===== src/password_door_lock_controller_unit_macros.svh =====
// Assertion macros shared by the door lock controller modules
`ifndef PASSWORD_DOOR_LOCK_CONTROLLER_UNIT_MACROS_SVH
`define PASSWORD_DOOR_LOCK_CONTROLLER_UNIT_MACROS_SVH

// condition holds at every edge out of reset
`define PDLC_ASSERT_ALWAYS(label, cond, msg) \
    label: assert property (@(posedge i_clk) disable iff (!i_rst_n) (cond)) \
        else $error(msg);

// consequent holds in the same cycle as the antecedent
`define PDLC_ASSERT_IMP(label, ante, cons, msg) \
    label: assert property (@(posedge i_clk) disable iff (!i_rst_n) (ante) |-> (cons)) \
        else $error(msg);

// consequent holds in the cycle after the antecedent
`define PDLC_ASSERT_NEXT(label, ante, cons, msg) \
    label: assert property (@(posedge i_clk) disable iff (!i_rst_n) (ante) |=> (cons)) \
        else $error(msg);

`endif


===== src/pdlc_pkg.sv =====
// Types and constants of the door lock controller
package pdlc_pkg;

    localparam int PASS_W     = 40;
    localparam int PASS_BYTES = 5;
    localparam int TICK_W     = 5;
    localparam int ATT_W      = 2;
    localparam int CFG_DATA_W = 5;
    localparam int QDEPTH     = 4;

    localparam logic [1:0] FUNC_PAIR = 2'd0;
    localparam logic [1:0] FUNC_REQ  = 2'd1;
    localparam logic [1:0] FUNC_TICK = 2'd2;

    localparam logic [7:0] OP_OPEN  = 8'h2B;
    localparam logic [7:0] OP_LEAVE = 8'h2D;

    localparam logic [1:0] MOTOR_OFF = 2'd0;
    localparam logic [1:0] MOTOR_CW  = 2'd1;
    localparam logic [1:0] MOTOR_ACW = 2'd2;

    localparam logic [1:0] CFG_OPEN_TICKS  = 2'd0;
    localparam logic [1:0] CFG_PAUSE_TICKS = 2'd1;
    localparam logic [1:0] CFG_ALARM_TICKS = 2'd2;
    localparam logic [1:0] CFG_MAX_ATT     = 2'd3;

    localparam logic [TICK_W-1:0] RST_OPEN_TICKS  = 5'd5;
    localparam logic [TICK_W-1:0] RST_PAUSE_TICKS = 5'd1;
    localparam logic [TICK_W-1:0] RST_ALARM_TICKS = 5'd20;
    localparam logic [ATT_W-1:0]  RST_MAX_ATT     = 2'd3;

    typedef enum logic [2:0] {
        PH_IDLE  = 3'd0,
        PH_MENU  = 3'd1,
        PH_CW    = 3'd2,
        PH_PAUSE = 3'd3,
        PH_ACW   = 3'd4,
        PH_ALARM = 3'd5
    } t_phase;

    typedef struct packed {
        logic [1:0]        func;
        logic [PASS_W-1:0] pass_first;
        logic [PASS_W-1:0] pass_second;
        logic [7:0]        operation;
    } t_in_item;

    typedef struct packed {
        logic       has_reply;
        logic       reply;
        logic [1:0] motor_drive;
        logic       alarm_on;
        logic       last;
    } t_result;

    typedef struct packed {
        logic [1:0] n;
        t_result    r0;
        t_result    r1;
    } t_push;

    typedef struct packed {
        logic [TICK_W-1:0] open_ticks;
        logic [TICK_W-1:0] pause_ticks;
        logic [TICK_W-1:0] alarm_ticks;
        logic [ATT_W-1:0]  max_attempts;
    } t_cfg;

endpackage


===== src/pdlc_in_if.sv =====
// Input channel: password pairs, unlock requests and ticks
interface pdlc_in_if;
    logic        valid;
    logic        ready;
    logic [1:0]  func;
    logic [39:0] pass_first;
    logic [39:0] pass_second;
    logic [7:0]  operation;

    modport source (output valid, output func, output pass_first, output pass_second,
                    output operation, input ready);
    modport sink   (input valid, input func, input pass_first, input pass_second,
                    input operation, output ready);
endinterface


===== src/pdlc_out_if.sv =====
// Result channel: replies, motor and alarm status
interface pdlc_out_if;
    logic       valid;
    logic       ready;
    logic       has_reply;
    logic       reply;
    logic [1:0] motor_drive;
    logic       alarm_on;
    logic       last;

    modport source (output valid, output has_reply, output reply, output motor_drive,
                    output alarm_on, output last, input ready);
    modport sink   (input valid, input has_reply, input reply, input motor_drive,
                    input alarm_on, input last, output ready);
endinterface


===== src/pdlc_in_stage.sv =====
// Input register stage of the door lock controller
module pdlc_in_stage (
    input  logic               i_clk,
    input  logic               i_rst_n,
    pdlc_in_if.sink            i_cmd,
    input  logic               i_take,
    output logic               o_valid,
    output pdlc_pkg::t_in_item o_item
);
    logic               r_valid;
    pdlc_pkg::t_in_item r_item;
    logic               w_acc;

    assign i_cmd.ready = !r_valid || i_take;
    assign w_acc       = i_cmd.valid && i_cmd.ready;
    assign o_valid     = r_valid;
    assign o_item      = r_item;

    always_ff @(posedge i_clk) begin
        if (!i_rst_n) begin
            r_valid <= 1'b0;
        end else if (w_acc) begin
            r_valid <= 1'b1;
        end else if (i_take) begin
            r_valid <= 1'b0;
        end
    end

    always_ff @(posedge i_clk) begin
        if (w_acc) begin
            r_item.func        <= i_cmd.func;
            r_item.pass_first  <= i_cmd.pass_first;
            r_item.pass_second <= i_cmd.pass_second;
            r_item.operation   <= i_cmd.operation;
        end
    end
endmodule


===== src/pdlc_core.sv =====
// Lock state machine: password check, attempt count and tick timing
`include "password_door_lock_controller_unit_macros.svh"
module pdlc_core #(
    parameter int PASS_DIGITS = 5
) (
    input  logic               i_clk,
    input  logic               i_rst_n,
    input  logic               i_item_valid,
    input  pdlc_pkg::t_in_item i_item,
    input  pdlc_pkg::t_cfg     i_cfg,
    input  logic               i_room,
    output logic               o_take,
    output pdlc_pkg::t_push    o_push
);
    localparam int CMP_BITS = (PASS_DIGITS >= pdlc_pkg::PASS_BYTES) ?
                              pdlc_pkg::PASS_W : 8 * PASS_DIGITS;

    pdlc_pkg::t_phase             r_phase, n_phase;
    logic [CMP_BITS-1:0]          r_saved, n_saved;
    logic [pdlc_pkg::ATT_W-1:0]   r_failed, n_failed;
    logic [pdlc_pkg::TICK_W-1:0]  r_tick, n_tick;

    logic                         w_fire;
    logic [CMP_BITS-1:0]          w_p1;
    logic [CMP_BITS-1:0]          w_p2;
    logic [pdlc_pkg::ATT_W-1:0]   w_fail1;
    logic [pdlc_pkg::TICK_W-1:0]  w_tick1;
    logic [pdlc_pkg::TICK_W-1:0]  w_dur;
    pdlc_pkg::t_push              w_push;

    function automatic logic [1:0] motor_of(input pdlc_pkg::t_phase ph);
        logic [1:0] m;
        unique case (ph)
            pdlc_pkg::PH_CW:  m = pdlc_pkg::MOTOR_CW;
            pdlc_pkg::PH_ACW: m = pdlc_pkg::MOTOR_ACW;
            default:          m = pdlc_pkg::MOTOR_OFF;
        endcase
        return m;
    endfunction

    assign w_fire  = i_item_valid && i_room;
    assign o_take  = w_fire;
    assign w_p1    = i_item.pass_first[CMP_BITS-1:0];
    assign w_p2    = i_item.pass_second[CMP_BITS-1:0];
    assign w_fail1 = r_failed + 2'd1;
    assign w_tick1 = r_tick + 5'd1;

    always_comb begin
        unique case (r_phase)
            pdlc_pkg::PH_PAUSE: w_dur = i_cfg.pause_ticks;
            pdlc_pkg::PH_ALARM: w_dur = i_cfg.alarm_ticks;
            default:            w_dur = i_cfg.open_ticks;
        endcase
    end

    always_comb begin
        n_phase  = r_phase;
        n_saved  = r_saved;
        n_failed = r_failed;
        n_tick   = r_tick;
        w_push   = '0;
        w_push.n = 2'd1;
        w_push.r0.last = 1'b1;
        priority if (i_item.func == pdlc_pkg::FUNC_PAIR && r_phase == pdlc_pkg::PH_IDLE) begin
            if (w_p1 == w_p2) begin
                n_saved  = w_p1;
                n_failed = '0;
                n_phase  = pdlc_pkg::PH_MENU;
            end
            w_push.r0.has_reply = 1'b1;
            w_push.r0.reply     = (w_p1 != w_p2);
        end else if (i_item.func == pdlc_pkg::FUNC_REQ && r_phase == pdlc_pkg::PH_MENU) begin
            w_push.r0.has_reply = 1'b1;
            if (w_p1 == r_saved) begin
                if (i_item.operation == pdlc_pkg::OP_OPEN) begin
                    n_phase = pdlc_pkg::PH_CW;
                    n_tick  = '0;
                end else if (i_item.operation == pdlc_pkg::OP_LEAVE) begin
                    n_phase = pdlc_pkg::PH_IDLE;
                end
                w_push.r0.motor_drive = motor_of(n_phase);
            end else if (w_fail1 >= i_cfg.max_attempts || w_fail1 == '0) begin
                n_failed = '0;
                n_tick   = '0;
                n_phase  = pdlc_pkg::PH_ALARM;
                w_push.n = 2'd2;
                w_push.r0.reply = 1'b1;
                w_push.r0.last  = 1'b0;
                w_push.r1.has_reply = 1'b1;
                w_push.r1.reply     = 1'b1;
                w_push.r1.alarm_on  = 1'b1;
                w_push.r1.last      = 1'b1;
            end else begin
                n_failed = w_fail1;
                w_push.r0.reply = 1'b1;
            end
        end else begin
            if (i_item.func == pdlc_pkg::FUNC_TICK && r_phase != pdlc_pkg::PH_IDLE &&
                r_phase != pdlc_pkg::PH_MENU) begin
                if (w_tick1 >= w_dur) begin
                    n_tick = '0;
                    unique case (r_phase)
                        pdlc_pkg::PH_CW:    n_phase = pdlc_pkg::PH_PAUSE;
                        pdlc_pkg::PH_PAUSE: n_phase = pdlc_pkg::PH_ACW;
                        default:            n_phase = pdlc_pkg::PH_IDLE;
                    endcase
                end else begin
                    n_tick = w_tick1;
                end
            end
            w_push.r0.motor_drive = motor_of(n_phase);
            w_push.r0.alarm_on    = (n_phase == pdlc_pkg::PH_ALARM);
        end
    end

    always_comb begin
        o_push = w_push;
        if (!w_fire) begin
            o_push.n = 2'd0;
        end
    end

    always_ff @(posedge i_clk) begin
        if (!i_rst_n) begin
            r_phase  <= pdlc_pkg::PH_IDLE;
            r_failed <= '0;
            r_tick   <= '0;
        end else if (w_fire) begin
            r_phase  <= n_phase;
            r_failed <= n_failed;
            r_tick   <= n_tick;
        end
    end

    always_ff @(posedge i_clk) begin
        if (w_fire) begin
            r_saved <= n_saved;
        end
    end

    `PDLC_ASSERT_IMP(a_two_results_lockout, o_push.n == 2'd2, !o_push.r0.last && o_push.r1.alarm_on && o_push.r1.last, "two results must be a lockout pair")
    `PDLC_ASSERT_NEXT(a_alarm_entry, r_phase != pdlc_pkg::PH_ALARM && o_push.n != 2'd2, r_phase != pdlc_pkg::PH_ALARM, "alarm entered without lockout")
    `PDLC_ASSERT_IMP(a_tick_clear, r_phase == pdlc_pkg::PH_IDLE || r_phase == pdlc_pkg::PH_MENU, r_tick == '0, "tick count left over outside timed phases")
endmodule


===== src/pdlc_out_queue.sv =====
// Result queue that decouples the state machine from the result channel
`include "password_door_lock_controller_unit_macros.svh"
module pdlc_out_queue (
    input  logic            i_clk,
    input  logic            i_rst_n,
    input  pdlc_pkg::t_push i_push,
    output logic            o_room,
    pdlc_out_if.source      o_res
);
    localparam int AW = $clog2(pdlc_pkg::QDEPTH);

    pdlc_pkg::t_result r_mem [pdlc_pkg::QDEPTH];
    logic [AW-1:0]     r_wr;
    logic [AW-1:0]     r_rd;
    logic [AW:0]       r_cnt;
    logic              w_pop;
    pdlc_pkg::t_result w_head;

    assign w_pop  = o_res.valid && o_res.ready;
    assign o_room = r_cnt <= (AW + 1)'(pdlc_pkg::QDEPTH - 2);
    assign w_head = r_mem[r_rd];

    assign o_res.valid       = r_cnt != '0;
    assign o_res.has_reply   = w_head.has_reply;
    assign o_res.reply       = w_head.reply;
    assign o_res.motor_drive = w_head.motor_drive;
    assign o_res.alarm_on    = w_head.alarm_on;
    assign o_res.last        = w_head.last;

    always_ff @(posedge i_clk) begin
        if (!i_rst_n) begin
            r_wr  <= '0;
            r_rd  <= '0;
            r_cnt <= '0;
        end else begin
            r_wr  <= r_wr + AW'(i_push.n);
            r_rd  <= r_rd + AW'(w_pop);
            r_cnt <= r_cnt + (AW + 1)'(i_push.n) - (AW + 1)'(w_pop);
        end
    end

    always_ff @(posedge i_clk) begin
        if (i_push.n != 2'd0) begin
            r_mem[r_wr] <= i_push.r0;
        end
        if (i_push.n == 2'd2) begin
            r_mem[r_wr + AW'(1)] <= i_push.r1;
        end
    end

    `PDLC_ASSERT_ALWAYS(a_cnt_bound, r_cnt <= (AW + 1)'(pdlc_pkg::QDEPTH), "result queue overflow")
    `PDLC_ASSERT_IMP(a_push_room, i_push.n != 2'd0, r_cnt <= (AW + 1)'(pdlc_pkg::QDEPTH - 2), "push without room")
    `PDLC_ASSERT_NEXT(a_last_follow, w_pop && !o_res.last, o_res.valid, "first result of a pair left alone")
endmodule


===== src/password_door_lock_controller_unit.sv =====
// Door lock controller top level: configuration registers and datapath
//
//   channel  | dir | handshake     | word
//   ---------+-----+---------------+------------------------------------------
//   i_cmd    | in  | valid / ready | func, pass_first, pass_second, operation
//   o_res    | out | valid / ready | has_reply, reply, motor_drive, alarm_on, last
//   i_cfg_*  | in  | write enable  | register index, register data
//
// One word per cycle while the result queue has room: input register, one pass through
// the state machine, result queue. A word is registered, then its results are queued.
// A lockout request leaves two results; the four-entry queue absorbs them.
// o_res stalls back up into i_cmd only once the queue holds more than two results.
// Reset is synchronous and clears the phase, attempt and tick counts, and the queue.
module password_door_lock_controller_unit #(
    parameter int PASS_DIGITS = 5
) (
    input  logic                              i_clk,
    input  logic                              i_rst_n,
    pdlc_in_if.sink                           i_cmd,
    pdlc_out_if.source                        o_res,
    input  logic                              i_cfg_we,
    input  logic [1:0]                        i_cfg_idx,
    input  logic [pdlc_pkg::CFG_DATA_W-1:0]   i_cfg_data
);
    pdlc_pkg::t_cfg     r_cfg;
    logic               w_item_valid;
    pdlc_pkg::t_in_item w_item;
    logic               w_take;
    logic               w_room;
    pdlc_pkg::t_push    w_push;

    always_ff @(posedge i_clk) begin
        if (!i_rst_n) begin
            r_cfg.open_ticks   <= pdlc_pkg::RST_OPEN_TICKS;
            r_cfg.pause_ticks  <= pdlc_pkg::RST_PAUSE_TICKS;
            r_cfg.alarm_ticks  <= pdlc_pkg::RST_ALARM_TICKS;
            r_cfg.max_attempts <= pdlc_pkg::RST_MAX_ATT;
        end else if (i_cfg_we) begin
            unique case (i_cfg_idx)
                pdlc_pkg::CFG_OPEN_TICKS:  r_cfg.open_ticks   <= i_cfg_data;
                pdlc_pkg::CFG_PAUSE_TICKS: r_cfg.pause_ticks  <= i_cfg_data;
                pdlc_pkg::CFG_ALARM_TICKS: r_cfg.alarm_ticks  <= i_cfg_data;
                pdlc_pkg::CFG_MAX_ATT:     r_cfg.max_attempts <= i_cfg_data[pdlc_pkg::ATT_W-1:0];
            endcase
        end
    end

    pdlc_in_stage u_in_stage (
        .i_clk   (i_clk),
        .i_rst_n (i_rst_n),
        .i_cmd   (i_cmd),
        .i_take  (w_take),
        .o_valid (w_item_valid),
        .o_item  (w_item)
    );

    pdlc_core #(
        .PASS_DIGITS (PASS_DIGITS)
    ) u_core (
        .i_clk        (i_clk),
        .i_rst_n      (i_rst_n),
        .i_item_valid (w_item_valid),
        .i_item       (w_item),
        .i_cfg        (r_cfg),
        .i_room       (w_room),
        .o_take       (w_take),
        .o_push       (w_push)
    );

    pdlc_out_queue u_out_queue (
        .i_clk   (i_clk),
        .i_rst_n (i_rst_n),
        .i_push  (w_push),
        .o_room  (w_room),
        .o_res   (o_res)
    );
endmodule

===== src/flat_wrapper.sv =====
// flat-port wrapper written by rule: the top's interface ports become plain ports
module password_door_lock_controller_unit_flat 
#(
    parameter int PASS_DIGITS = 5
)
  (i_clk, i_rst_n, i_cfg_we, i_cfg_idx, i_cfg_data, i_cmd_valid, i_cmd_func, i_cmd_pass_first, i_cmd_pass_second, i_cmd_operation, i_cmd_ready, o_res_valid, o_res_has_reply, o_res_reply, o_res_motor_drive, o_res_alarm_on, o_res_last, o_res_ready);
  pdlc_in_if i_cmd_i ();
  pdlc_out_if o_res_i ();
  input  logic i_clk;
  input  logic i_rst_n;
  input  logic i_cfg_we;
  input  logic [1:0] i_cfg_idx;
  input  logic [pdlc_pkg::CFG_DATA_W-1:0] i_cfg_data;
  input wire logic [$bits(i_cmd_i.valid)-1:0] i_cmd_valid;
  input wire logic [$bits(i_cmd_i.func)-1:0] i_cmd_func;
  input wire logic [$bits(i_cmd_i.pass_first)-1:0] i_cmd_pass_first;
  input wire logic [$bits(i_cmd_i.pass_second)-1:0] i_cmd_pass_second;
  input wire logic [$bits(i_cmd_i.operation)-1:0] i_cmd_operation;
  output wire logic [$bits(i_cmd_i.ready)-1:0] i_cmd_ready;
  output wire logic [$bits(o_res_i.valid)-1:0] o_res_valid;
  output wire logic [$bits(o_res_i.has_reply)-1:0] o_res_has_reply;
  output wire logic [$bits(o_res_i.reply)-1:0] o_res_reply;
  output wire logic [$bits(o_res_i.motor_drive)-1:0] o_res_motor_drive;
  output wire logic [$bits(o_res_i.alarm_on)-1:0] o_res_alarm_on;
  output wire logic [$bits(o_res_i.last)-1:0] o_res_last;
  input wire logic [$bits(o_res_i.ready)-1:0] o_res_ready;
  assign i_cmd_i.valid = i_cmd_valid;
  assign i_cmd_i.func = i_cmd_func;
  assign i_cmd_i.pass_first = i_cmd_pass_first;
  assign i_cmd_i.pass_second = i_cmd_pass_second;
  assign i_cmd_i.operation = i_cmd_operation;
  assign i_cmd_ready = i_cmd_i.ready;
  assign o_res_valid = o_res_i.valid;
  assign o_res_has_reply = o_res_i.has_reply;
  assign o_res_reply = o_res_i.reply;
  assign o_res_motor_drive = o_res_i.motor_drive;
  assign o_res_alarm_on = o_res_i.alarm_on;
  assign o_res_last = o_res_i.last;
  assign o_res_i.ready = o_res_ready;
  password_door_lock_controller_unit #(.PASS_DIGITS(PASS_DIGITS)) u_core (.i_clk(i_clk), .i_rst_n(i_rst_n), .i_cmd(i_cmd_i), .o_res(o_res_i), .i_cfg_we(i_cfg_we), .i_cfg_idx(i_cfg_idx), .i_cfg_data(i_cfg_data));
endmodule

===== config.mk =====
export PLATFORM = sky130hd
export DESIGN_NAME = password_door_lock_controller_unit_flat
export DESIGN_NICKNAME = d
export VERILOG_FILES = /design/src/pdlc_pkg.sv /design/src/pdlc_in_if.sv /design/src/pdlc_out_if.sv /design/src/pdlc_in_stage.sv /design/src/pdlc_core.sv /design/src/pdlc_out_queue.sv /design/src/password_door_lock_controller_unit.sv /design/src/flat_wrapper.sv
export VERILOG_INCLUDE_DIRS = /design/src /design/src/src
export SDC_FILE = /design/constraint.sdc
export NUM_CORES = 1
export LEC_CHECK = 0
export ABC_AREA = 0
export BUFFER_PORTS_ARGS = -buffer_cell sky130_fd_sc_hd__clkbuf_2
export CORE_MARGIN = 2
export CORE_UTILIZATION = 55
export CTS_CLUSTER_DIAMETER = 50
export DETAILED_ROUTE_END_ITERATION = 7
export PLACE_DENSITY_LB_ADDON = 0.15
export SYNTH_ARGS = -nofsm -noshare
export SYNTH_HDL_FRONTEND = slang
export SYNTH_HIERARCHICAL = 1
export SYNTH_SLANG_ARGS = --single-unit

===== constraint.sdc =====
create_clock -name i_clk -period 9.95 [get_ports i_clk]
set_input_delay 0 -clock i_clk [delete_from_list [all_inputs] [get_ports i_clk]]
set_output_delay 0 -clock i_clk [all_outputs]
set_load 0.03 [all_outputs]

==> Yosys cells after proc, flatten, opt, wreduce, memory -nomap -nowiden <==
Memories as Yosys holds them, arrays and structs flattened. A register that Yosys moved wholly into a read port is not among the register bits.
Index checks and enable logic that the tools add are counted.
{ "word_totals": {"n_memories": 1, "ff_bits": 165, "mem_bits_rw": 24, "wordCells": 136, "in_bits": 102, "output_inout_bits": 8} }
{ "mem_list": {"columns": ["memory", "depth", "word_bits", "read_ports", "rd_ports_with_merged_regs", "wr", "line_no", "rtl"], "rows": [
  ["u_core.u_out_queue.r_mem", 4, 6, 1, 1, 2, "pdlc_out_queue.sv:12", "pdlc_pkg::t_result r_mem [pdlc_pkg::QDEPTH];"]
]} }
{ "classes": {"reduce_logical": 28, "addsub": 7, "order_cmp": 3, "n_bitwise": 1, "mux": 54, "eq_ne": 26} }
{ "op_table": {"columns": ["operator", "count"], "rows": [
  ["40-bit equality test", 2],
  ["3-bit two-way mux", 17],
  ["40-bit != test", 1],
  ["2-bit two-way mux", 17],
  ["5-bit two-way mux", 6],
  ["8-bit by 6-bit equality test with 1-bit output (second input constant)", 2],
  ["3-bit by 2-bit equality test with 1-bit output (second input constant)", 4],
  ["3-bit equality test (second input constant)", 4],
  ["5-bit one-hot mux with 2 select lines", 1],
  ["2-bit equality test (second input constant)", 4],
  ["1-bit two-way mux", 8],
  ["2-bit one-hot mux with 2 select lines", 2],
  ["2-bit AND reduction", 4],
  ["2-bit nonzero test", 4],
  ["1-bit logical AND", 7],
  ["2-bit zero test", 3],
  ["6-bit two-way mux", 1],
  ["3-bit by 1-bit != test with 1-bit output (second input constant)", 2],
  ["3-bit one-hot mux with 2 select lines", 1],
  ["3-bit AND reduction", 2],
  ["3-bit nonzero test", 2],
  ["5-bit by 1-bit adder with 5-bit output (second input constant)", 1],
  ["5-bit >= comparator", 1],
  ["5-bit AND reduction", 1],
  ["other kinds (19)", 22]
]} }

==> Logic depth before layout (Yosys ltp) <==
Gate-level depths: netlist of the first run.
{ "logic_depth": {"word_depth": 11, "ltp_mapped": 15, "mapped_depth_nobuf": 14} }

==> By module <==
The synthesis of the first run kept the hierarchy.
{ "by_module_without_submodules": {"columns": ["mod", "seq_area_each_um2", "area_each_um2", "cells_per_inst", "instances"], "rows": [
  ["pdlc_core", 1401.3, 3230.6, 301, 1],
  ["pdlc_in_stage", 2722.6, 2760.1, 95, 1],
  ["pdlc_out_queue", 860.8, 1644.1, 105, 1],
  ["password_door_lock_controller_unit", 340.3, 676.9, 68, 1]
]} }

==> Worst setup path after synthesis of the first run <==
OpenSTA, ideal clock, no wires.
{ "synth_timing": {"kind": "register to register", "startpoint": "reg u_core.u_in_stage.r_item, in the netlist u_core/u_in_stage/o_item[70]", "endpoint": "reg u_core/u_core/r_failed[0] (netlist name)", "t_required_ns": 9.820, "arrival_time_ns": 4.439, "n_path_buf": 0, "stages_incl_launch_ff": 8, "slack_ns": 5.381, "cell_sequence": "edfxtp_1 > xnor2_1 > nand4_1 > nor4_1 > nand3_1 > nor3_1 > a31oi_1 > mux2i_1"} }
{ "synth_between": {"elab_chain_cells": 3, "word_cells_on_any_way": 5} }
{ "synth_rtl": {"columns": ["element", "line_no", "rtl"], "rows": [
  ["start: declaration", "pdlc_in_stage.sv:11", "pdlc_pkg::t_in_item r_item;"],
  ["40-bit equality test (on tied branches)", "pdlc_core.sv:74, pdlc_core.sv:65", null],
  ["2-bit != test (no line) or 2-bit by 1-bit != test with 1-bit output (tied branches)", null, null],
  ["4-bit AND reduction (no line) (*)", null, null],
  ["end signal: assignment", "pdlc_core.sv:130", "r_failed <= n_failed;"],
  ["end: declaration", "pdlc_core.sv:20", "logic [pdlc_pkg::ATT_W-1:0] r_failed, n_failed;"]
]} }
Mark *: on every way between the ends. The rest lies on a longest branch, timed or not.
A chain may end at the register's enable or synchronous reset.

==> results of run 1 <==
## through the flow
step | instance area (sq um) | total power, W | instances | util
after floorplan | 8320 | 0.00115 | 570 | -
after global placement | 8980 | 0.00121 | 843 | 0.613
after detailed placement | 8980 | 0.00122 | 843 | 0.613
after CTS | 10600 | 0.00190 | 976 | 0.721
after global routing | 10600 | 0.00196 | 976 | 0.721
final | 10600 | 0.00189 | 976 | 0.721
## flip-flops by register name (all words and copies together), names as in the netlist, 3 cells and up
name	count
u_core/u_out_queue/r_cnt	3
u_core/u_out_queue/r_mem	24
u_core/u_core/r_saved	40
u_core/u_core/r_tick	5
u_core/u_in_stage/o_item	90
u_core/u_core/r_phase	3
u_core/r_cfg	17
## area by class of cell
cell class                      count  area, sq um
Tap cell                          184          230
Inverter                           13         48.8
Fill cell                         942         4090
Clock buffer                       19          433
Timing Repair Buffer              212         1570
Multi-Input combinational cell    346         2820
Clock inverter                     13          131
Sequential cell                   189         5330
## worst max path at each step
stage                                   to  slack, ns
2_1_floorplan    u_core/u_core/r_failed[0]       5.38
3_3_place_gp   u_core/u_out_queue/r_cnt[2]       6.27
3_5_place_dp   u_core/u_out_queue/r_cnt[2]       6.04
4_1_cts        u_core/u_out_queue/r_cnt[2]       6.02
5_1_grt        u_core/u_out_queue/r_cnt[2]       5.59
6_report       u_core/u_out_queue/r_cnt[2]       5.99
## repair_timing
action,in CTS,in global routing
hold endpoints to repair,110,0
buffers inserted,0,0
setup endpoints to repair,0,0
hold buffers,101,0
## power breakdown
part	total [W]	switching (W)	internal, W
clock	0.000653	0.000302	0.000352
sequential	0.000964	0.0000498	0.000915
combinational	0.000270	0.000134	0.000136
## Yosys cell counts, types with 7 or more instances
cell type                  count
sky130_fd_sc_hd__nand2_1      38
sky130_fd_sc_hd__nor2b_1      11
sky130_fd_sc_hd__nor2_1       16
sky130_fd_sc_hd__o21ai_1       7
sky130_fd_sc_hd__inv_1        12
sky130_fd_sc_hd__dfxtp_1      35
sky130_fd_sc_hd__edfxtp_1    154
sky130_fd_sc_hd__nand4_1      23
sky130_fd_sc_hd__mux2i_1      25
sky130_fd_sc_hd__o22ai_1       7
sky130_fd_sc_hd__ha_1         12
sky130_fd_sc_hd__mux2_2       24
sky130_fd_sc_hd__xnor2_1      83
## logic make-up after synthesis
logic type               count (synthesis)
flip-flops                             189
AND/OR/NAND/NOR                        136
XOR/XNOR                                86
multiplexers                            55
AO/OA/AOI/OAI                           54
buffers and inverters                   35
adder cells (fa/ha/maj)                 13
other                                    1
## routing by layer
metal  share of wire  global-route usage  vias to the layer above
met5               0                   0                        -
met3           0.037              0.0515                       31
met2            0.54               0.419                      133
li1                -                   -                     2546
met4           0.025              0.0911                        0
met1            0.40               0.258                     2605
## worst reg2reg max path, cell delays in order (launching register included)
cell                       delay, ns
sky130_fd_sc_hd__dfxtp_1        0.53
sky130_fd_sc_hd__nand2b_1       0.29
sky130_fd_sc_hd__nor4b_4        0.52
sky130_fd_sc_hd__nand2_1        0.18
sky130_fd_sc_hd__nor2_2         0.53
sky130_fd_sc_hd__inv_2          0.17
sky130_fd_sc_hd__nor2_1         0.45
sky130_fd_sc_hd__inv_1          0.10
sky130_fd_sc_hd__ha_1           0.29
sky130_fd_sc_hd__inv_1          0.04
sky130_fd_sc_hd__fa_1           0.38
sky130_fd_sc_hd__xnor3_1        0.33
sky130_fd_sc_hd__nor2b_1        0.10
==> results.md, run 1 <==
Floorplanning:
- The initial utilization of the core area, before any placement, comes to 0.568.
- The total number of placement rows is 44.
- The area inside the core boundary is 14600 sq um.
- The die span in y is 127 microns.
- In this run the horizontal extent of the chip is 127 microns.
- The overall die area is 16100 sq um.
- The I/O pin total is 110.

Synth:
- The mean area per synthesized cell is 14.6 sq um.
- The number of flops mapped to enable cells by yosys is 154.
- The flip-flop and latch count after synthesis is 189.
- The biggest area contributor in the post-synthesis netlist is sky130_fd_sc_hd__edfxtp_1.
- The post-synthesis compound-gate area fraction is 0.0482.
- For this run, the register share of the synthesized area comes to 0.641.
- By area the synthesized netlist is led by sky130_fd_sc_hd__edfxtp_1 (56%), sky130_fd_sc_hd__xnor2_1 (8.7%), sky130_fd_sc_hd__dfxtp_1 (8.4%).
- The simple-gate area share of the yosys netlist is 0.0960.
- The share of synthesized registers carrying an async set or reset is 0.
- By area, the combinational part of the netlist is dominated by simple AND/OR/NAND/NOR gates.
- Of the total synthesized cell area, the portion taken by full adders, half adders and majority gates is 0.0205.
- The portion of synthesized cell area occupied by the leading cell type is 0.556.
- In the synthesized netlist, the number of instances is 569.
- After synthesis, the share of cell area in mux cells is 0.0789.
- Of the total synthesized cell area, the portion taken by XOR and XNOR cells is 0.0939.
- The number of warnings printed during yosys synthesis is 6.
- The most frequently used flop master after synthesis is sky130_fd_sc_hd__edfxtp_1.
- Yosys mapped the design onto 64 distinct sky130hd cell types.
- The cell area after synthesis is 8310 sq um.

CTS:
- The clock passes through at most 2 buffers.
- TritonCTS created 17 clock buffers.
- The number of clock sinks is 189.
- The clock-pin slew reported for the worst setup and hold paths after clock tree synthesis is 0.07 ns.
- The TritonCTS clock tree is done.
- The clock insertion delay at the later pin of the skew report is 0.44 ns.
- Clock tree synthesis selected as its root buffer the cell sky130_fd_sc_hd__clkbuf_16.
- The quantity of gates resized following cts is 0.
- The count of H-tree levels built during CTS is 4.

Layout:
- The layout net count is 894.
- The antenna diode instance count is 0.
- The library cell used most frequently in the layout, excluding fill and tap cells, is sky130_fd_sc_hd__edfxtp_1.
- The library cells used most frequently in the layout, excluding fill and tap cells, are sky130_fd_sc_hd__edfxtp_1 (154), sky130_fd_sc_hd__clkbuf_2 (109), sky130_fd_sc_hd__dlygate4sd3_1 (101), sky130_fd_sc_hd__xnor2_1 (83), sky130_fd_sc_hd__nand2_1 (38).
- The layout-stage area growth over the synthesis result is 27.0%.
- In the final layout, the share of cells above drive strength 1 is 0.237.

Worst hold path:
- The min-delay analysis places its worst path in the category input pin to flop.
- The terminating pin of the worst hold path is u_core/r_cfg[6].
- The worst hold path begins at i_rst_n.
- The number of cells on the worst hold path is 3.

STA:
- The share of the clock period used by the worst path is 0.398.
- For the pin with the worst max-slew slack, the measured transition is 1.20 ns.
- Across all setup checks in the final design, the least slack found is 5.99 ns.
- The setup clock skew after layout is 0.0150 ns.
- After layout, the minimum clock period comes to 3.96 ns.
- The max-slew violation total from the final report is 0.
- The worst hold slack after final layout is 0.101 ns.
- Setup repair after global routing left no endpoint under its margin.
- The aggregate negative setup slack is 0 ns.
- The hold violation total from the final report was 0.
- Derived from the worst setup path, the maximum achievable clock frequency is 252 MHz.
- The count of endpoints failing setup in the final report is 0.
- Measured against its own limit, the worst slew margin works out to 0.197.

Worst setup path:
- The worst setup path is captured at a flop.
- Walking the worst path, the cells encountered are nand2b_1 > nor4b_4 > nand2_1 > nor2_2 > inv_2 > nor2_1 > inv_1 > ha_1 > inv_1 > fa_1 > xnor3_1 > nor2b_1.
- The maximum cell stage delay along the critical path is 0.53 ns.
- The number of cells on the worst reg-to-reg path is 12.
- The slowest library cell on the worst path is sky130_fd_sc_hd__dfxtp_1.
- The worst setup path is launched from a flop.
- The minimum setup slack among reg-to-reg paths is 5.99 ns.
- In this run the critical register-to-register path is launched from u_core/u_core/r_phase[0].
- The critical path runs through a total of 12 cells.
- In this run the critical register-to-register path is captured at u_core/u_out_queue/r_cnt[2].
- Data arrives at the worst endpoint at 4.33 ns.
- The required time of the worst setup path is 10.32 ns.
- The family of cells with the greatest summed delay on the critical path is simple AND/OR/NAND/NOR gates.
- The critical path is of the flop to flop type.
- The critical path starts at u_core/u_core/r_phase[0].
- Counting stages on the worst path, the most repeated cell is sky130_fd_sc_hd__inv_1.
- Counting both buffers and inverters, the worst setup path holds a total of 3.
- Of all nets on the critical path, the largest fanout is 18.

Route:
- The detailed router placed 5315 vias in this run.
- Dividing the detail-routed via count by the number of cells gives 5.45.
- Dividing the detail-routed wire length by the instance count gives 17.9 microns.
- After detailed routing, the number of remaining DRC violations is 0.
- The count of nets left with antenna violations once routing finished came out at 0.
- The number of DRC markers in iteration 0 is 385.
- The number of iterations in the first detailed-routing pass is 5.
- The final routed wirelength across all metal layers is 17500 microns.

Placed design:
- The number of port buffers is 109.
- Once detailed placement completed, the half-perimeter wirelength came to 10800 microns.
- The final weighted congestion in routability-driven placement is 0.797.
- Timing analysis after detailed placement gives a worst setup slack of 6.04 ns.

Power and ir drop:
- Power spread over the standard cell area amounts to 179 nW/um^2.
- For this design the static power due to leakage is 3.85 nW.
- The worst vdd rail ir drop is 133 uV.

Run:
- The tool flagged a number of max-cap violations equal to 0.

GRT:
- For this run the aggregate overflow at the end of global routing stands at 0.
- The largest net degree at the start of global routing is 91.
- The via count of the first global-routing pass is 5600.
- The global-route wire length before repair is 27900 microns.
- The number of antenna violations at the first check in global routing was 0.
- The total routing usage reported by global routing is 0.229.

Outcome:
- The run finished with clean final reports.
Note: power is estimated with default switching activity, not from simulation.
==> inputs of run 2 (changes only) <==
--- a/config.mk
+++ b/config.mk
@@ -6,7 +6,7 @@
 export SDC_FILE = /design/constraint.sdc
 export NUM_CORES = 1
 export LEC_CHECK = 0
-export ABC_AREA = 0
+export ABC_AREA = 1
 export BUFFER_PORTS_ARGS = -buffer_cell sky130_fd_sc_hd__clkbuf_2
 export CORE_MARGIN = 2
 export CORE_UTILIZATION = 55
==> constraint.sdc (replaced) <==
create_clock -name i_clk -period 3.82 [get_ports i_clk]
set_input_delay 0 -clock i_clk [delete_from_list [all_inputs] [get_ports i_clk]]
set_output_delay 0 -clock i_clk [all_outputs]
set_load 0.03 [all_outputs]
==> run 2 against run 1 <==
Against the previous run:
- utilization down 2.2 points
- largest cell class unchanged
- via count up 25%
- worst hold slack worse by 0.075 ns
- critical path depth up 9
- setup slack worse by 5.4 ns
- global-route usage down 0.17 points
- critical endpoint unchanged
==> results.md, run 2 <==
CTS:
- The number of setup buffers added after CTS is 0.
- No sink is reached through more buffers than the 2 on the longest clock path.
- The number of clock sinks is 189.
- After clock tree synthesis, the clock-pin slew on the worst setup and hold paths is 0.07 ns.
- The quantity of gates resized following cts is 0.
- The H-tree was split into 4 levels.
- The tree is rooted in a sky130_fd_sc_hd__clkbuf_16.
- The total CTS buffers is 17.
- TritonCTS built the clock tree.
- The clock reaches the later pin of the worst-skew pair after 0.45 ns.

Worst hold path:
- In this run the most critical hold path is launched from i_cfg_idx[0].
- For hold timing, the worst endpoint is u_core/r_cfg[1].
- The number of cells on the worst hold path is 3.
- The tightest min-delay check is of the input pin to flop type.

STA:
- Derived from the worst setup path, the maximum achievable clock frequency is 311 MHz.
- The count of endpoints failing setup in the final report is 0.
- The slew at the pin closest to its max-slew limit is 0.741 ns.
- The max-slew violation total from the final report is 0.
- Setup repair after global routing left no endpoint under its margin.
- The worst path meets setup with 0.608 ns of slack.
- Dividing the final minimum period by the clock period gives 0.841.
- The hold violation total from the final report is 0.
- The final critical-path required period is 3.21 ns.
- The setup clock skew after layout is 0.0133 ns.
- After routing, the total negative slack on setup checks comes to 0 ns.
- The relative slew slack is 0.506.

Route:
- In the final routed layout, each cell accounts on average for 13.5 microns.
- The number of DRC violations after detailed routing is 0.
- The number of iterations in the first detailed-routing pass is 6.
- The first routing iteration left 523 violations.
- The number of vias after detailed routing is 6665.
- The antenna violation net count after detailed routing is 0.
- The final routed wirelength across all metal layers is 19000 microns.
- Using the TritonRoute via totals, the vias-per-cell ratio works out to 4.73.

Layout:
- Of the cells placed in the final design, the portion with a size suffix greater than 1 is 0.178.
- The layout net count is 1290.
- The library cell used most frequently in the layout, excluding fill and tap cells, is sky130_fd_sc_hd__nand2_1.
- The finished layout holds 1408 standard cells, fillers aside.
- In the layout the commonest cells are sky130_fd_sc_hd__nand2_1 (284), sky130_fd_sc_hd__edfxtp_1 (154), sky130_fd_sc_hd__inv_1 (143), sky130_fd_sc_hd__nor2_1 (114), sky130_fd_sc_hd__clkbuf_2 (109).
- The register with the most flip-flops in the layout has 90 of them.
- The antenna diode instance count is 0.
- Once layout is complete, the utilization of the core stands at 0.699.
- The layout-stage area growth over the synthesis result is 25.9%.

Run:
- The reported max-cap violation count is 0.

Placed design:
- The number of port buffers is 109.
- Detailed placement finished with a half-perimeter wire length of 12600 microns.
- The post-placement worst setup slack is 0.612 ns.
- Routability-driven placement finished with a final weighted congestion of 0.800.
- In this run, placement finished with an instance count of 1279.

Power and ir drop:
- VDD sags by at most 375 uV.
- Dividing total power by cell area gives a power density of 460 nW/um^2.
- In this run the static leakage power is 5.09 nW.

GRT:
- In the global route stage, overall resource usage came out at 0.227.
- For this run, global-route usage on met2 was measured as 0.370.
- The via count of the first global-routing pass is 6411.
- The fraction of met1 tracks used by global routing is 0.304.
- The number of antenna violations at the first check in global routing is 0.
- For this run, global-route usage on met3 was measured as 0.0517.
- Entering global routing, the biggest net connects 52 pins.
- The routing layer with the top usage in global route is met2.
- The global-route wire length before repair is 31000 microns.
- The total overflow reported by the global router is 0.

Synth:
- Each instance of the synthesized netlist takes up on average 9.51 sq um.
- The number of warnings printed during yosys synthesis is 6.
- The number of flops mapped to enable cells by yosys is 154.
- For this run, asynchronously set or reset flops after synthesis account for 0.
- The cell area after synthesis is 9110 sq um.
- The flip-flop and latch count after synthesis is 189.
- The proportion of synthesized chip area in sequential cells is 0.584.
- Of the post-synthesis cell area, the dominant cell type holds 0.508.
- Yosys mapped the design onto 40 distinct sky130hd cell types.
- Of all cell types, the one taking the most synthesized area is sky130_fd_sc_hd__edfxtp_1.
- By area the synthesized netlist is led by sky130_fd_sc_hd__edfxtp_1 (51%), sky130_fd_sc_hd__nand2_1 (12%), sky130_fd_sc_hd__dfxtp_1 (7.7%).
- The cell count after synthesis came out at 958.
- By instance count, the leading cell after synthesis is sky130_fd_sc_hd__nand2_1.
- The most frequently used flop master after synthesis is sky130_fd_sc_hd__edfxtp_1.
- Counting instances in the post-synthesis netlist gives the leading cell types as sky130_fd_sc_hd__nand2_1 (284), sky130_fd_sc_hd__edfxtp_1 (154), sky130_fd_sc_hd__inv_1 (143).

Worst setup path:
- The worst endpoint data arrival time is 3.56 ns.
- The worst setup path is captured at a flop.
- Along the worst path, the maximum fanout reaches 6.
- The required time of the worst setup path is 4.17 ns.
- The beginning of the worst register-to-register path is u_core/u_in_stage/o_item[85].
- The number of cells on the worst reg-to-reg path is 21.
- The kind of critical path is flop to flop.
- For flop-to-flop paths, the worst setup slack is 0.61 ns.
- The worst setup path is launched from a flop.
- The endpoint of the lowest-slack register-to-register path is u_core/u_out_queue/r_cnt[2].

Floorplanning:
- The core region is 16400 sq um.
- The overall die area is 17600 sq um.
- The die is 133 microns wide.
- The total number of placement rows is 47.
- In this run the vertical extent of the chip is 133 microns.
- The I/O pin total is 110.
- For this configuration, the core starts out at a cell density of 0.555.

Outcome:
- The run finished with clean final reports.
[run 2: cell types whose count changed after synthesis, sizes merged, moves of 24 or more]
cell	delta
nand2	+249
mux2i	-25
o21ai	+34
nor2	+103
nand3	+37
mux2	-24
inv	+137
xnor2	-54
[run 2: worst max-delay path by stage]
stage | start | slack, ns | cells past startpoint | to
after floorplan | u_core/u_out_queue/r_cnt[1] | 0.04 | 5 | u_core/u_in_stage/o_item[0]
after global placement | u_core/u_in_stage/o_item[59] | 0.73 | 21 | u_core/u_out_queue/r_cnt[2]
after detailed placement | u_core/u_in_stage/o_item[59] | 0.61 | 21 | u_core/u_out_queue/r_cnt[2]
after CTS | u_core/u_in_stage/o_item[59] | 0.61 | 21 | u_core/u_out_queue/r_cnt[2]
after global routing | u_core/u_in_stage/o_item[59] | 0.23 | 21 | u_core/u_out_queue/r_cnt[2]
final | u_core/u_in_stage/o_item[85] | 0.61 | 21 | u_core/u_out_queue/r_cnt[2]
[run 2: area by class of cell]
cell class / instances / area [sq um]
clock inverters: 15 / 218
inverters: 150 / 571
multi-input cells: 599 / 3050
fillers: 1215 / 4930
flip-flops and latches: 189 / 5330
clock buffers: 17 / 425
repair buffers: 218 / 1610
well taps: 220 / 275
[run 2: report_power, final]
| part | total [W] | leakage (nW) | internal [W] | switching [W] |
|---|---|---|---|---|
| clock | 0.00188 | 0.310 | 0.00101 | 0.000866 |
| combinational | 0.000888 | 3.05 | 0.000354 | 0.000535 |
| sequential | 0.00251 | 1.73 | 0.00239 | 0.000116 |
| total | 0.00528 | 5.09 | 0.00376 | 0.00152 |
[run 2: worst max-delay path: stages, from the launching register on]
cell	delay, ns
sky130_fd_sc_hd__edfxtp_1	0.45
sky130_fd_sc_hd__inv_1	0.11
sky130_fd_sc_hd__nand2_1	0.06
sky130_fd_sc_hd__nand2_1	0.06
sky130_fd_sc_hd__nor2_1	0.05
sky130_fd_sc_hd__nand2_1	0.12
sky130_fd_sc_hd__inv_1	0.06
sky130_fd_sc_hd__nand2_1	0.05
sky130_fd_sc_hd__nor2_1	0.04
sky130_fd_sc_hd__nand3_1	0.13
sky130_fd_sc_hd__nand2_1	0.13
sky130_fd_sc_hd__nor2_1	0.26
sky130_fd_sc_hd__inv_1	0.16
sky130_fd_sc_hd__nor2_1	0.24
sky130_fd_sc_hd__inv_2	0.11
sky130_fd_sc_hd__ha_1	0.29
sky130_fd_sc_hd__inv_1	0.05
sky130_fd_sc_hd__fa_1	0.37
sky130_fd_sc_hd__xor2_1	0.19
sky130_fd_sc_hd__nand2_1	0.07
sky130_fd_sc_hd__nand2_1	0.06
sky130_fd_sc_hd__nor2_1	0.05
[run 2: cell families (layout without fill, tap and decap cells)]
logic type / count (synthesis) / count (layout) / synth area share
fa+ha+maj: 13 / 13 / 0.0187
other cells: 1 / 2 / 0.000412
flops: 189 / 189 / 0.584
xor+xnor: 39 / 39 / 0.0375
buf+inv: 171 / 400 / 0.0835
simple gates: 471 / 471 / 0.220
compound gates: 74 / 74 / 0.0552
[run 2: repair_timing]
| item | CTS | global route |
|---|---|---|
| hold buffers | 97 | 0 |
| endpoints found under the setup margin | 0 | 0 |
| hold endpoints to repair | 110 | 0 |
[run 2: per-stage QoR]
step	power (W)	hold WS [ns]	instance area, sq um
2_1_floorplan	0.00312	0.0935	9120
3_3_place_gp	0.00334	0.177	9860
3_5_place_dp	0.00336	0.179	9860
4_1_cts	0.00530	0.0165	11500
5_1_grt	0.00552	0.0265	11500
6_report	0.00528	0.0263	11500
[run 2: metal layers]
| layer | part of all wire | routed length [microns] |
|---|---|---|
| met5 | 0 | 0 |
| met4 | 0.014 | 259 |
| met1 | 0.47 | 8870 |
| met3 | 0.047 | 885 |
| met2 | 0.47 | 8980 |
